==> src/design/qpgs_pkg.sv <==
// shared types and constants for the queue proportional green split block
package qpgs_pkg;

   // field widths
   localparam int QUEUE_W = 16;
   localparam int LANE_W  = 5;
   localparam int GREEN_W = 18;
   localparam int CT_W    = 10;

   // cycle time is whole seconds, results are in 1/256 s
   localparam int FRAC_W = 8;

   // extra pool times queue length
   localparam int PROD_W = GREEN_W + QUEUE_W;

   // base pool is one fifth of the cycle
   localparam int BASE_SHARE_DIV = 5;

   // register reset and default capacity
   localparam logic [CT_W-1:0] CT_RESET = CT_W'(120);
   localparam int DEFAULT_MAX_LANES = 32;

   // input transaction
   typedef struct packed {
      logic [QUEUE_W-1:0] queue_length;
      logic               last_lane;
   } req_type;

   // result transaction
   typedef struct packed {
      logic [LANE_W-1:0]  lane_index;
      logic [GREEN_W-1:0] base_green;
      logic [GREEN_W-1:0] green_time;
      logic               last_result;
      logic               overflow;
   } rsp_type;

endpackage

==> src/design/queue_proportional_green_split.sv <==
// a lane transaction is taken whenever the sequencer is in S_LOAD; after the last lane
// the divisions run, then the n stored lanes are emitted.
// one lane set at a time; a shared 18-step restoring divider (one quotient bit per
// cycle) sets the pace: twice per set and once per lane, or once for all-zero queues.
// reset: synchronous, clears the sequencer, set state and output valid, loads
// cycle_time with 120; the queue and green memories are not cleared.
module queue_proportional_green_split #(
   parameter int MAX_LANES = qpgs_pkg::DEFAULT_MAX_LANES
) (
   input  logic                         clock,
   input  logic                         reset,
   input  logic                         req_valid,
   output logic                         req_stall,
   input  qpgs_pkg::req_type            req_data,
   output logic                         rsp_valid,
   input  logic                         rsp_stall,
   output qpgs_pkg::rsp_type            rsp_data,
   input  logic                         csr_wr_en,
   input  logic [qpgs_pkg::CT_W-1:0]    csr_wr_data
);

   import qpgs_pkg::*;

   localparam int IDX_W = (MAX_LANES > 1) ? $clog2(MAX_LANES) : 1;
   localparam int CNT_W = $clog2(MAX_LANES + 1);
   localparam int TOT_W = QUEUE_W + CNT_W;
   localparam int QUO_W = GREEN_W;
   localparam int STEP_W = $clog2(QUO_W);

   // sequencer codes
   localparam logic [3:0] S_LOAD      = 4'd0;
   localparam logic [3:0] S_POOL_GO   = 4'd1;
   localparam logic [3:0] S_POOL_WAIT = 4'd2;
   localparam logic [3:0] S_BASE_GO   = 4'd3;
   localparam logic [3:0] S_BASE_WAIT = 4'd4;
   localparam logic [3:0] S_LANE_RD   = 4'd5;
   localparam logic [3:0] S_LANE_MUL  = 4'd6;
   localparam logic [3:0] S_LANE_GO   = 4'd7;
   localparam logic [3:0] S_LANE_WAIT = 4'd8;
   localparam logic [3:0] S_LEFT      = 4'd9;
   localparam logic [3:0] S_EMIT_RD   = 4'd10;
   localparam logic [3:0] S_EMIT_PUT  = 4'd11;

   // control state
   logic [3:0]          state_ff, state_in;
   logic [CT_W-1:0]     cycle_time_ff, cycle_time_in;
   logic [CNT_W-1:0]    count_ff, count_in;
   logic [TOT_W-1:0]    total_ff, total_in;
   logic [IDX_W-1:0]    heavy_idx_ff, heavy_idx_in;
   logic [QUEUE_W-1:0]  heavy_q_ff, heavy_q_in;
   logic                lost_ff, lost_in;
   logic [IDX_W-1:0]    lane_ff, lane_in;
   logic                rsp_valid_ff, rsp_valid_in;

   // datapath registers
   logic [GREEN_W-1:0]  pool_ff, pool_in;
   logic [GREEN_W-1:0]  extra_ff, extra_in;
   logic [GREEN_W-1:0]  base_ff, base_in;
   logic [PROD_W-1:0]   prod_ff, prod_in;
   logic [GREEN_W:0]    sum_ff, sum_in;
   logic [GREEN_W-1:0]  leftover_ff, leftover_in;
   rsp_type             rsp_data_ff, rsp_data_in;

   // shared divider registers
   logic                div_busy_ff, div_busy_in;
   logic [STEP_W-1:0]   div_step_ff, div_step_in;
   logic [TOT_W-1:0]    div_rem_ff, div_rem_in;
   logic [QUO_W-1:0]    div_quo_ff, div_quo_in;
   logic [TOT_W-1:0]    div_dsr_ff, div_dsr_in;

   // divider launch request from the sequencer
   logic                div_go;
   logic [PROD_W-1:0]   div_dvd;
   logic [TOT_W-1:0]    div_dsr;

   // memory ports
   logic                q_wr_en;
   logic [QUEUE_W-1:0]  q_rd_data;
   logic                g_wr_en;
   logic [GREEN_W-1:0]  g_wr_data;
   logic [GREEN_W-1:0]  g_rd_data;

   // misc
   logic                req_accept;
   logic                rsp_take;
   logic [GREEN_W-1:0]  cycle_units;
   logic                total_zero;
   logic                lane_last;
   logic                store_room;
   logic [TOT_W:0]      div_trial;
   logic                div_bit;
   logic [GREEN_W-1:0]  emit_green;

   assign req_accept  = req_valid && !req_stall;
   assign rsp_take    = rsp_valid_ff && !rsp_stall;
   assign req_stall   = (state_ff != S_LOAD);
   assign cycle_units = {cycle_time_ff, {FRAC_W{1'b0}}};
   assign total_zero  = (total_ff == '0);
   assign lane_last   = (CNT_W'(CNT_W'(lane_ff) + 1'b1) == count_ff);
   assign store_room  = (count_ff < CNT_W'(MAX_LANES));

   // queue store and per-lane green store
   assign q_wr_en = req_accept && store_room;

   qpgs_ram #(
      .DATA_W (QUEUE_W),
      .DEPTH  (MAX_LANES)
   ) u_queue_ram (
      .clock   (clock),
      .wr_en   (q_wr_en),
      .wr_addr (IDX_W'(count_ff)),
      .wr_data (req_data.queue_length),
      .rd_addr (lane_ff),
      .rd_data (q_rd_data)
   );

   qpgs_ram #(
      .DATA_W (GREEN_W),
      .DEPTH  (MAX_LANES)
   ) u_green_ram (
      .clock   (clock),
      .wr_en   (g_wr_en),
      .wr_addr (lane_ff),
      .wr_data (g_wr_data),
      .rd_addr (lane_ff),
      .rd_data (g_rd_data)
   );

   // restoring divider step, one quotient bit per cycle
   always_comb begin
      div_trial   = {div_rem_ff, div_quo_ff[QUO_W-1]};
      div_bit     = (div_trial >= {1'b0, div_dsr_ff});
      div_busy_in = div_busy_ff;
      div_step_in = div_step_ff;
      div_rem_in  = div_rem_ff;
      div_quo_in  = div_quo_ff;
      div_dsr_in  = div_dsr_ff;
      if (div_go) begin
         // upper dividend bits are known to sit below the divisor
         div_rem_in  = TOT_W'(div_dvd[PROD_W-1:QUO_W]);
         div_quo_in  = div_dvd[QUO_W-1:0];
         div_dsr_in  = div_dsr;
         div_step_in = '0;
         div_busy_in = 1'b1;
      end else if (div_busy_ff) begin
         if (div_bit) begin
            div_rem_in = TOT_W'(div_trial - {1'b0, div_dsr_ff});
         end else begin
            div_rem_in = div_trial[TOT_W-1:0];
         end
         div_quo_in  = {div_quo_ff[QUO_W-2:0], div_bit};
         div_step_in = STEP_W'(div_step_ff + 1'b1);
         if (div_step_ff == STEP_W'(QUO_W - 1)) begin
            div_busy_in = 1'b0;
         end
      end
   end

   // green for the lane being emitted, leftover lands on the heaviest lane
   always_comb begin
      if (total_zero) begin
         emit_green = base_ff;
      end else if (lane_ff == heavy_idx_ff && heavy_q_ff != '0) begin
         emit_green = GREEN_W'(g_rd_data + leftover_ff);
      end else begin
         emit_green = g_rd_data;
      end
   end

   // sequencer and set bookkeeping
   always_comb begin
      state_in      = state_ff;
      cycle_time_in = cycle_time_ff;
      count_in      = count_ff;
      total_in      = total_ff;
      heavy_idx_in  = heavy_idx_ff;
      heavy_q_in    = heavy_q_ff;
      lost_in       = lost_ff;
      lane_in       = lane_ff;
      rsp_valid_in  = rsp_valid_ff;
      pool_in       = pool_ff;
      extra_in      = extra_ff;
      base_in       = base_ff;
      prod_in       = prod_ff;
      sum_in        = sum_ff;
      leftover_in   = leftover_ff;
      rsp_data_in   = rsp_data_ff;
      div_go        = 1'b0;
      div_dvd       = '0;
      div_dsr       = '0;
      g_wr_en       = 1'b0;
      g_wr_data     = GREEN_W'(base_ff + div_quo_ff);

      if (csr_wr_en) begin
         cycle_time_in = csr_wr_data;
      end

      // output register drains independently of the sequencer
      if (rsp_take) begin
         rsp_valid_in = 1'b0;
      end

      case (state_ff)
         S_LOAD: begin
            if (req_accept) begin
               if (store_room) begin
                  total_in = TOT_W'(total_ff + req_data.queue_length);
                  if (req_data.queue_length > heavy_q_ff) begin
                     heavy_q_in   = req_data.queue_length;
                     heavy_idx_in = IDX_W'(count_ff);
                  end
                  count_in = CNT_W'(count_ff + 1'b1);
               end else begin
                  lost_in = 1'b1;
               end
               if (req_data.last_lane) begin
                  state_in = S_POOL_GO;
               end
            end
         end
         S_POOL_GO: begin
            // all-zero queues share the whole cycle evenly
            div_go   = 1'b1;
            div_dvd  = PROD_W'(cycle_units);
            div_dsr  = total_zero ? TOT_W'(count_ff) : TOT_W'(BASE_SHARE_DIV);
            state_in = S_POOL_WAIT;
         end
         S_POOL_WAIT: begin
            if (!div_busy_ff) begin
               lane_in = '0;
               if (total_zero) begin
                  base_in  = div_quo_ff;
                  state_in = S_EMIT_RD;
               end else begin
                  pool_in  = div_quo_ff;
                  extra_in = GREEN_W'(cycle_units - div_quo_ff);
                  state_in = S_BASE_GO;
               end
            end
         end
         S_BASE_GO: begin
            div_go   = 1'b1;
            div_dvd  = PROD_W'(pool_ff);
            div_dsr  = TOT_W'(count_ff);
            state_in = S_BASE_WAIT;
         end
         S_BASE_WAIT: begin
            if (!div_busy_ff) begin
               base_in  = div_quo_ff;
               sum_in   = '0;
               lane_in  = '0;
               state_in = S_LANE_RD;
            end
         end
         S_LANE_RD: begin
            state_in = S_LANE_MUL;
         end
         S_LANE_MUL: begin
            prod_in  = PROD_W'(extra_ff) * PROD_W'(q_rd_data);
            state_in = S_LANE_GO;
         end
         S_LANE_GO: begin
            div_go   = 1'b1;
            div_dvd  = prod_ff;
            div_dsr  = total_ff;
            state_in = S_LANE_WAIT;
         end
         S_LANE_WAIT: begin
            if (!div_busy_ff) begin
               g_wr_en = 1'b1;
               sum_in  = (GREEN_W+1)'(sum_ff + g_wr_data);
               if (lane_last) begin
                  lane_in  = '0;
                  state_in = S_LEFT;
               end else begin
                  lane_in  = IDX_W'(lane_ff + 1'b1);
                  state_in = S_LANE_RD;
               end
            end
         end
         S_LEFT: begin
            if (sum_ff < {1'b0, cycle_units}) begin
               leftover_in = GREEN_W'({1'b0, cycle_units} - sum_ff);
            end else begin
               leftover_in = '0;
            end
            state_in = S_EMIT_RD;
         end
         S_EMIT_RD: begin
            state_in = S_EMIT_PUT;
         end
         S_EMIT_PUT: begin
            if (!rsp_valid_ff || !rsp_stall) begin
               rsp_valid_in            = 1'b1;
               rsp_data_in.lane_index  = LANE_W'(lane_ff);
               rsp_data_in.base_green  = base_ff;
               rsp_data_in.green_time  = emit_green;
               rsp_data_in.last_result = lane_last;
               rsp_data_in.overflow    = lost_ff;
               if (lane_last) begin
                  // set finished, back to loading
                  count_in     = '0;
                  total_in     = '0;
                  heavy_idx_in = '0;
                  heavy_q_in   = '0;
                  lost_in      = 1'b0;
                  lane_in      = '0;
                  state_in     = S_LOAD;
               end else begin
                  lane_in  = IDX_W'(lane_ff + 1'b1);
                  state_in = S_EMIT_RD;
               end
            end
         end
         default: begin
            state_in = S_LOAD;
         end
      endcase
   end

   // control registers
   always_ff @(posedge clock) begin
      if (reset) begin
         state_ff      <= S_LOAD;
         cycle_time_ff <= CT_RESET;
         count_ff      <= '0;
         total_ff      <= '0;
         heavy_idx_ff  <= '0;
         heavy_q_ff    <= '0;
         lost_ff       <= 1'b0;
         lane_ff       <= '0;
         rsp_valid_ff  <= 1'b0;
         div_busy_ff   <= 1'b0;
         div_step_ff   <= '0;
      end else begin
         state_ff      <= state_in;
         cycle_time_ff <= cycle_time_in;
         count_ff      <= count_in;
         total_ff      <= total_in;
         heavy_idx_ff  <= heavy_idx_in;
         heavy_q_ff    <= heavy_q_in;
         lost_ff       <= lost_in;
         lane_ff       <= lane_in;
         rsp_valid_ff  <= rsp_valid_in;
         div_busy_ff   <= div_busy_in;
         div_step_ff   <= div_step_in;
      end
   end

   // payload registers
   always_ff @(posedge clock) begin
      pool_ff     <= pool_in;
      extra_ff    <= extra_in;
      base_ff     <= base_in;
      prod_ff     <= prod_in;
      sum_ff      <= sum_in;
      leftover_ff <= leftover_in;
      rsp_data_ff <= rsp_data_in;
      div_rem_ff  <= div_rem_in;
      div_quo_ff  <= div_quo_in;
      div_dsr_ff  <= div_dsr_in;
   end

   assign rsp_valid = rsp_valid_ff;
   assign rsp_data  = rsp_data_ff;

`ifndef SYNTHESIS
   // divider only runs while the sequencer waits on it
   assert property (@(posedge clock) disable iff (reset)
      div_busy_ff |-> (state_ff == S_POOL_WAIT || state_ff == S_BASE_WAIT ||
                       state_ff == S_LANE_WAIT))
      else $error("divider busy outside a wait state");

   // partial remainder stays below the divisor
   assert property (@(posedge clock) disable iff (reset)
      div_busy_ff |-> (div_rem_ff < div_dsr_ff))
      else $error("divider remainder not below divisor");

   // stored lane count never passes capacity
   assert property (@(posedge clock) disable iff (reset)
      count_ff <= CNT_W'(MAX_LANES))
      else $error("lane count beyond capacity");

   // heaviest lane points at a stored lane
   assert property (@(posedge clock) disable iff (reset)
      (count_ff != '0) |-> (CNT_W'(heavy_idx_ff) < count_ff))
      else $error("heaviest lane index outside stored set");

   // a new result is only loaded from the emit state
   assert property (@(posedge clock) disable iff (reset)
      $rose(rsp_valid_ff) |-> $past(state_ff == S_EMIT_PUT))
      else $error("result valid raised outside emit");
`endif

endmodule

==> src/design/qpgs_ram.sv <==
// generic single write port, single read port ram with registered read
module qpgs_ram #(
   parameter int DATA_W = qpgs_pkg::QUEUE_W,
   parameter int DEPTH  = qpgs_pkg::DEFAULT_MAX_LANES
) (
   input  logic                                  clock,
   input  logic                                  wr_en,
   input  logic [((DEPTH > 1) ? $clog2(DEPTH) : 1)-1:0] wr_addr,
   input  logic [DATA_W-1:0]                     wr_data,
   input  logic [((DEPTH > 1) ? $clog2(DEPTH) : 1)-1:0] rd_addr,
   output logic [DATA_W-1:0]                     rd_data
);

   logic [DATA_W-1:0] mem [DEPTH];
   logic [DATA_W-1:0] rd_data_ff;

   // write port and registered read port
   always_ff @(posedge clock) begin
      if (wr_en) begin
         mem[wr_addr] <= wr_data;
      end
      rd_data_ff <= mem[rd_addr];
   end

   assign rd_data = rd_data_ff;

endmodule
==> config.mk <==
export PLATFORM = sky130hd
export DESIGN_NAME = queue_proportional_green_split
export DESIGN_NICKNAME = d
export VERILOG_FILES = /design/src/design/qpgs_pkg.sv /design/src/design/queue_proportional_green_split.sv /design/src/design/qpgs_ram.sv
export SDC_FILE = /design/constraint.sdc
export NUM_CORES = 2
export LEC_CHECK = 0
export ABC_AREA = 1
export BUFFER_PORTS_ARGS = -buffer_cell sky130_fd_sc_hd__buf_2
export CAP_MARGIN = 0
export CORE_UTILIZATION = 35
export DETAILED_ROUTE_END_ITERATION = 6
export PLACE_DENSITY_LB_ADDON = 0.3
export SETUP_SLACK_MARGIN = 0.05
export SLEW_MARGIN = 20
export SYNTH_ARGS = -nofsm -noshare
export SYNTH_HDL_FRONTEND = slang
export SYNTH_SLANG_ARGS = --single-unit
==> constraint.sdc <==
create_clock -name clock -period 8.34 [get_ports clock]
set_clock_uncertainty 0.2 [all_clocks]
set_input_delay 1.668 -clock clock [delete_from_list [all_inputs] [get_ports clock]]
set_output_delay 1.668 -clock clock [all_outputs]
set_load 0.02 [all_outputs]
* After elaboration in Yosys (flattened, before gate mapping)
Memory sizes are Yosys's and may differ from the RTL's. A register that Yosys moved wholly into a read port is not among the register bits.
Index checks and enable logic that the tools add are counted.
** Operators by class
- Order comparisons :: 4
- Bitwise operators :: 2
- Reduce and logical (&&, ||, !) cells :: 29
- Mux-type cells :: 72
- Multipliers :: 1
- Add/sub/neg operators :: 11
- Eq/ne operators :: 26
** Operators with widths (count)
- 18-bit 2-to-1 mux :: 7
- 16-bit 2-to-1 mux :: 7
- 22-bit 2-to-1 mux :: 5
- 34-bit case mux with 3 select lines :: 1
- 22-bit case mux with 3 select lines :: 1
- 4-bit case mux with 12 select lines :: 1
- 5-bit 2-to-1 mux :: 9
- 22-bit case mux with 2 select lines :: 1
- 19-bit 2-to-1 mux :: 2
- 19-bit case mux with 2 select lines :: 1
- 18-bit adder :: 2
- 4-bit 2-to-1 mux :: 9
- 18-bit case mux with 2 select lines :: 1
- 18-bit subtractor :: 2
- 18-bit by 16-bit multiplier with 34-bit output :: 1
- 16-bit case mux with 2 select lines :: 1
- 6-bit 2-to-1 mux :: 5
- 2-bit != test, second input constant :: 12
- 23-bit by 22-bit >= comparator with 1-bit output :: 1
- 22-bit by 16-bit adder with 22-bit output :: 1
- 22-bit zero test :: 1
- 22-bit subtractor :: 1
- 19-bit by 18-bit adder with 19-bit output :: 1
- 19-bit by 18-bit < comparator with 1-bit output :: 1
- other kinds (33) :: 71
** Storage, ports and cells
- RAM bits :: 1088
- Input bits :: 32
- Memories :: 2
- Flip-flop bits (word level) :: 306
- Logic and storage cells :: 173
- Output and inout bits :: 45
** Memories
- u_green_ram.mem :: depth 32, width 18, rd ports 1, clocked after memory_dff 1, write ports 1, line qpgs_ram.sv:14 : logic [DATA_W-1:0] mem [DEPTH];
- u_queue_ram.mem :: depth 32, width 16, rd ports 1, clocked after memory_dff 1, write ports 1, line qpgs_ram.sv:14

* Logic depth before layout (Yosys ltp)
- Depth after elaboration :: 6
- Gate-level depth with buffers :: 27
- Gate-level depth less buffers :: 25

* By module
Synthesis repeated with hierarchy kept, for this count alone.
** Unflattened totals
- Cell total of the unflattened synthesis :: 7488
- Area, all modules :: 74071.0 sq um
** Modules (own cells, without submodules)
- queue_proportional_green_split :: area each 28921.5 sq um, sequential area each 8338.0 sq um, instances 1, cells each 3685
- qpgs_ram (u_green_ram) :: area each 23847.9 sq um, sequential area each 17656.9 sq um, instances 1, cells each 2009
- qpgs_ram (u_queue_ram) :: area each 21301.7 sq um, sequential area each 15695.1 sq um, instances 1, cells each 1794

* Worst setup path before layout
OpenSTA, ideal clock, no wires.
- Kind :: register -> register
- Start :: register extra_ff[7]
- End :: register prod_ff[32], data pin
- Period minus slack after synthesis :: 5.697 ns
- Cell stages (with the launch flop) :: 23
- Buffers on the path :: 2
- Library setup time :: 0.259 ns
- Required time :: 7.881 ns
- Arrival :: 5.238 ns
- Path slack :: 2.643 ns
- Path through :: edfxtp_1 > clkbuf_1 > clkbuf_1 > nand2_1 > fa_1 > inv_1 > fa_1 > inv_1 > fa_1 > inv_1 > fa_1 > fa_1 > inv_1 > fa_1 > inv_1 > ha_1 > nand2_1 > nor2_1 > nand2_1 > o21ai_0 > nand3_1 > nand2_1 > xor2_1
** Between the ends
- Word-level cells in the longest chain between the ends :: 1
** RTL lines
- start: declaration :: line queue_proportional_green_split.sv:57 : logic [GREEN_W-1:0] extra_ff, extra_in;
- start signal: assignment :: line queue_proportional_green_split.sv:353 : extra_ff <= extra_in;
- 18-bit by 16-bit multiplier with 34-bit output :: line queue_proportional_green_split.sv:259 : prod_in = PROD_W'(extra_ff) * PROD_W'(q_rd_data);
- end signal: assignment :: line queue_proportional_green_split.sv:355 : prod_ff <= prod_in;
- end: declaration :: line queue_proportional_green_split.sv:59 : logic [PROD_W-1:0] prod_ff, prod_in;
Every way passes these cells.
A chain may end at the register's enable or synchronous reset.

* Final worst setup path
- Start :: register extra_ff[11]
- End :: register prod_ff[26], data pin
The elaborated chain is that of the path after synthesis.

==> results.md <==
- Sequential share of the synthesized area: 0.582
- Final Hold Viols: 0
- Pwr Total: 28.1 mW
- PortBufs: 76
- Die area: 206000 sq um
- Antenna Nets Post-Route: 0
- Dpl ws: 2.13 ns
- Io pins: 77
- Power per cell area: 348 nW/um^2
- Min-Delay Endpoint: rsp_data[0]
- TritonRoute pass-1 iters: 7
- Final HPWL DP: 131000 microns
- WHS: 0.241 ns
- Period utilization: 0.749
- Static Leak: 31.2 nW
- Post-Synth Simple-Gate Area: 0.129
- Worst vdd ir: 0.757 mV
- Largest net degree at the start of global routing: 192
- Slew Limit Fails: 0
- Number of core rows: 165
- Post-Synth Adder-Cell Area: 0.107
- Slew HR: 0.261
- Type of origin of the critical path: flop
- Iteration-0 DRC count of the detailed router: 4865
- Clock Tree Buf Depth: 3
- Reg2reg start: extra_ff[11]
- Synthesized area: 71600 sq um
- Fmax: 160 MHz
- Synthesized area per cell: 10.6 sq um
- Crit-path max FO: 16
- CTS buffer count: 158
- Clk root buf: clkbuf_16
- Main combinational cell family by area after synthesis: simple AND/OR/NAND/NOR gates
- EDFF count, synth: 1311
- Post-Synth XOR/XNOR Area: 0.0108
- Initial Utilization: 0.353
- Global-route wire length before repair: 305000 microns
- HP Class: flop to flop
- # hold bufs at CTS: 0
- Net Count, Synth: 7241
- Via count: 50300
- Antenna violations before repair: 10
- Setup TNS: 0 ns
- Share of cells above drive strength 1: 0.0787
- Arrival @ worst endpoint: 6.61 ns
- Maximum level of the CTS H-tree: 4
- Asr flop ratio synth: 0
- Synth Area in Compound Gates: 0.114
- RePlAce Congestion: 0.909
- Synth warn: 0
- Layout area overhead: 12.6%
- Final nets: 7290
- PnR worst setup slack: 2.09 ns
- Mux cell area share after synthesis: 0
- Fin crit period: 6.25 ns
- DR WL/cell: 21.3 microns
- Remaining DRCs: 4
- Status: finished, violations left
- GRT Total Usage: 0.195
- Ys flop type: edfxtp_1
- Post-synth top area share: 0.550
- CP Launch Point: extra_ff[11]
- Util after Layout: 0.398
- Hold Crit Depth: 0
- RSZ-0062 raised after global routing: false
- Synth Register Bits: 1427
- Number of global-route vias before repair: 48500
- Chip width: 454 microns
- Largest area contributor in the netlist: edfxtp_1
- Final setup violation count: 0
- Worst-Margin Slew: 1.10 ns
- Core box area: 203000 sq um
- WP data required: 8.70 ns
- Crit Reg-Reg Endpoint: prod_ff[26]
- CTS tree: yes
- Post-CTS setup buffers: 0
- Grt total ovfl: 0
- # resized after CTS: 0
- Die H: 454 microns
- Sink Count: 1427
- Vias per cell: 5.24
- R2R depth: 20
- Critical path class: flop to flop
- Worst hold start: lost_ff
- Synth Instances: 6730
- Crit path capture type: flop
- Number of max-cap violations: 0
- Worst-Skew Late Latency: 0.81 ns
- Worst reg2reg setup slack: 2.09 ns
- Failing checks: design-rule violations
- Synth unique cells: 56
- Area contributors post-synth: edfxtp_1 (55%), fa_1 (6.3%), nand2_1 (5.4%)
- Wirelength, routed: 204000 microns
- Clk slew on worst S/H paths: 0.06 ns
cells by family (layout without fill, tap and decap cells):
logic type	after synthesis	count (layout)
and+or+nand+nor	2269	2269
AOI/OAI and AO/OA	1429	1429
DFF	1427	1427
buffers and inverters	1038	1218
adders and majority gates	479	479
xor gates and xnor gates	88	88
other	0	2
worst max-delay path, cell delays in order, from the launching register on:
cell and delay [ns]:
edfxtp_1 0.89, nand2_1 0.17, fa_1 0.57, inv_1 0.05, fa_1 0.57, fa_1 0.44, fa_1 0.47, fa_1 0.53
inv_1 0.06, fa_1 0.48, inv_1 0.04, ha_1 0.35, nand2_1 0.11, nor2_1 0.10, inv_1 0.06, nor3_1 0.29
nand4_1 0.16, nand3b_1 0.21, nand2_1 0.09, nand2_1 0.08, xor2_1 0.06
where the power goes:
| group | leakage, nW | internal, mW | total [mW] | switching (mW) |
|---|---|---|---|---|
| registers | 12.8 | 8.90 | 9.12 | 0.220 |
| logic | 15.9 | 4.11 | 11.8 | 7.67 |
| clock network | 2.56 | 4.13 | 7.16 | 3.03 |
layout make-up:
class / count / area (sq um)
sequential: 1427 / 41700
timing repair buffer: 211 / 1440
inverter: 716 / 2710
antenna: 2 / 5.00
fill: 19500 / 122000
tap: 2672 / 3340
clock inverter: 100 / 1200
multi-input combinational: 4265 / 26100
clock buffer: 191 / 4130
Yosys cell counts (15+ instances only):
| cell | instances |
|---|---|
| dfxtp_1 | 116 |
| nand2_1 | 1030 |
| o21ai_0 | 677 |
| edfxtp_1 | 1311 |
| o21bai_1 | 16 |
| o211ai_1 | 16 |
| nor3_1 | 37 |
| fa_1 | 227 |
| a21oi_1 | 265 |
| ha_1 | 252 |
| clkbuf_1 | 229 |
| buf_2 | 75 |
| xnor2_1 | 22 |
| xor2_1 | 66 |
| o22ai_1 | 278 |
| nor2_1 | 892 |
| a21o_1 | 19 |
| o21a_1 | 16 |
| nand4_1 | 60 |
| nand3b_1 | 15 |
| inv_1 | 701 |
| a22o_1 | 96 |
| nand3_1 | 172 |
state kept, by name, summed over array words and instances, names as in the netlist, 6 cells and up:
name,count
base_ff,18
count_ff,6
cycle_time_ff,10
div_dsr_ff,22
div_quo_ff,18
div_rem_ff,22
extra_ff,17
heavy_q_ff,16
leftover_ff,18
pool_ff,18
prod_ff,34
rsp_data,43
sum_ff,19
total_ff,22
u_green_ram.mem,576
u_green_ram.rd_data,18
u_queue_ram.mem,512
u_queue_ram.rd_data,16
per-stage QoR:
stage,cell area [sq um],cells
finish,80600,9584
global route,80600,9582
CTS,80600,9582
detailed placement,75300,9291
global placement,75300,9291
floorplan,71600,6730
placed cells by master, fill, tap and decap left out, types with 18 or more instances in the layout:
cell type  synthesis  routed
nor2_1           892     853
xor2_1            66      56
nand3_1          172     172
bufinv_16          0      18
nand2_1         1030    1030
nor3_1            37      35
nor2_2             2      37
a21oi_1          265     265
ha_1             252     252
o22ai_1          278     278
buf_2             75      76
clkbuf_16          0     159
o21ai_0          677     677
a21o_1            19      19
clkinv_1           3      40
fa_1             227     227
clkbuf_1         229      29
a22o_1            96      96
buf_4              7     131
dfxtp_1          116     114
nand4_1           60      60
clkinv_2           0      18
inv_1            701     699
xnor2_1           22      19
edfxtp_1        1311    1311
how the worst max path moves through the flow:
| stage | to | slack (ns) |
|---|---|---|
| finish | prod_ff[26] | 2.09 |
| global route | prod_ff[26] | 1.71 |
| CTS | prod_ff[26] | 2.12 |
| detailed placement | prod_ff[26] | 2.13 |
| global placement | prod_ff[32] | 2.23 |
| floorplan | prod_ff[32] | 2.64 |
per-layer routing:
layer  track usage  share of wire
met5             0              0
met4        0.0546          0.026
met3        0.0372          0.075
met2         0.305           0.45
met1         0.275           0.45
Power figures use the tool's default switching activity.
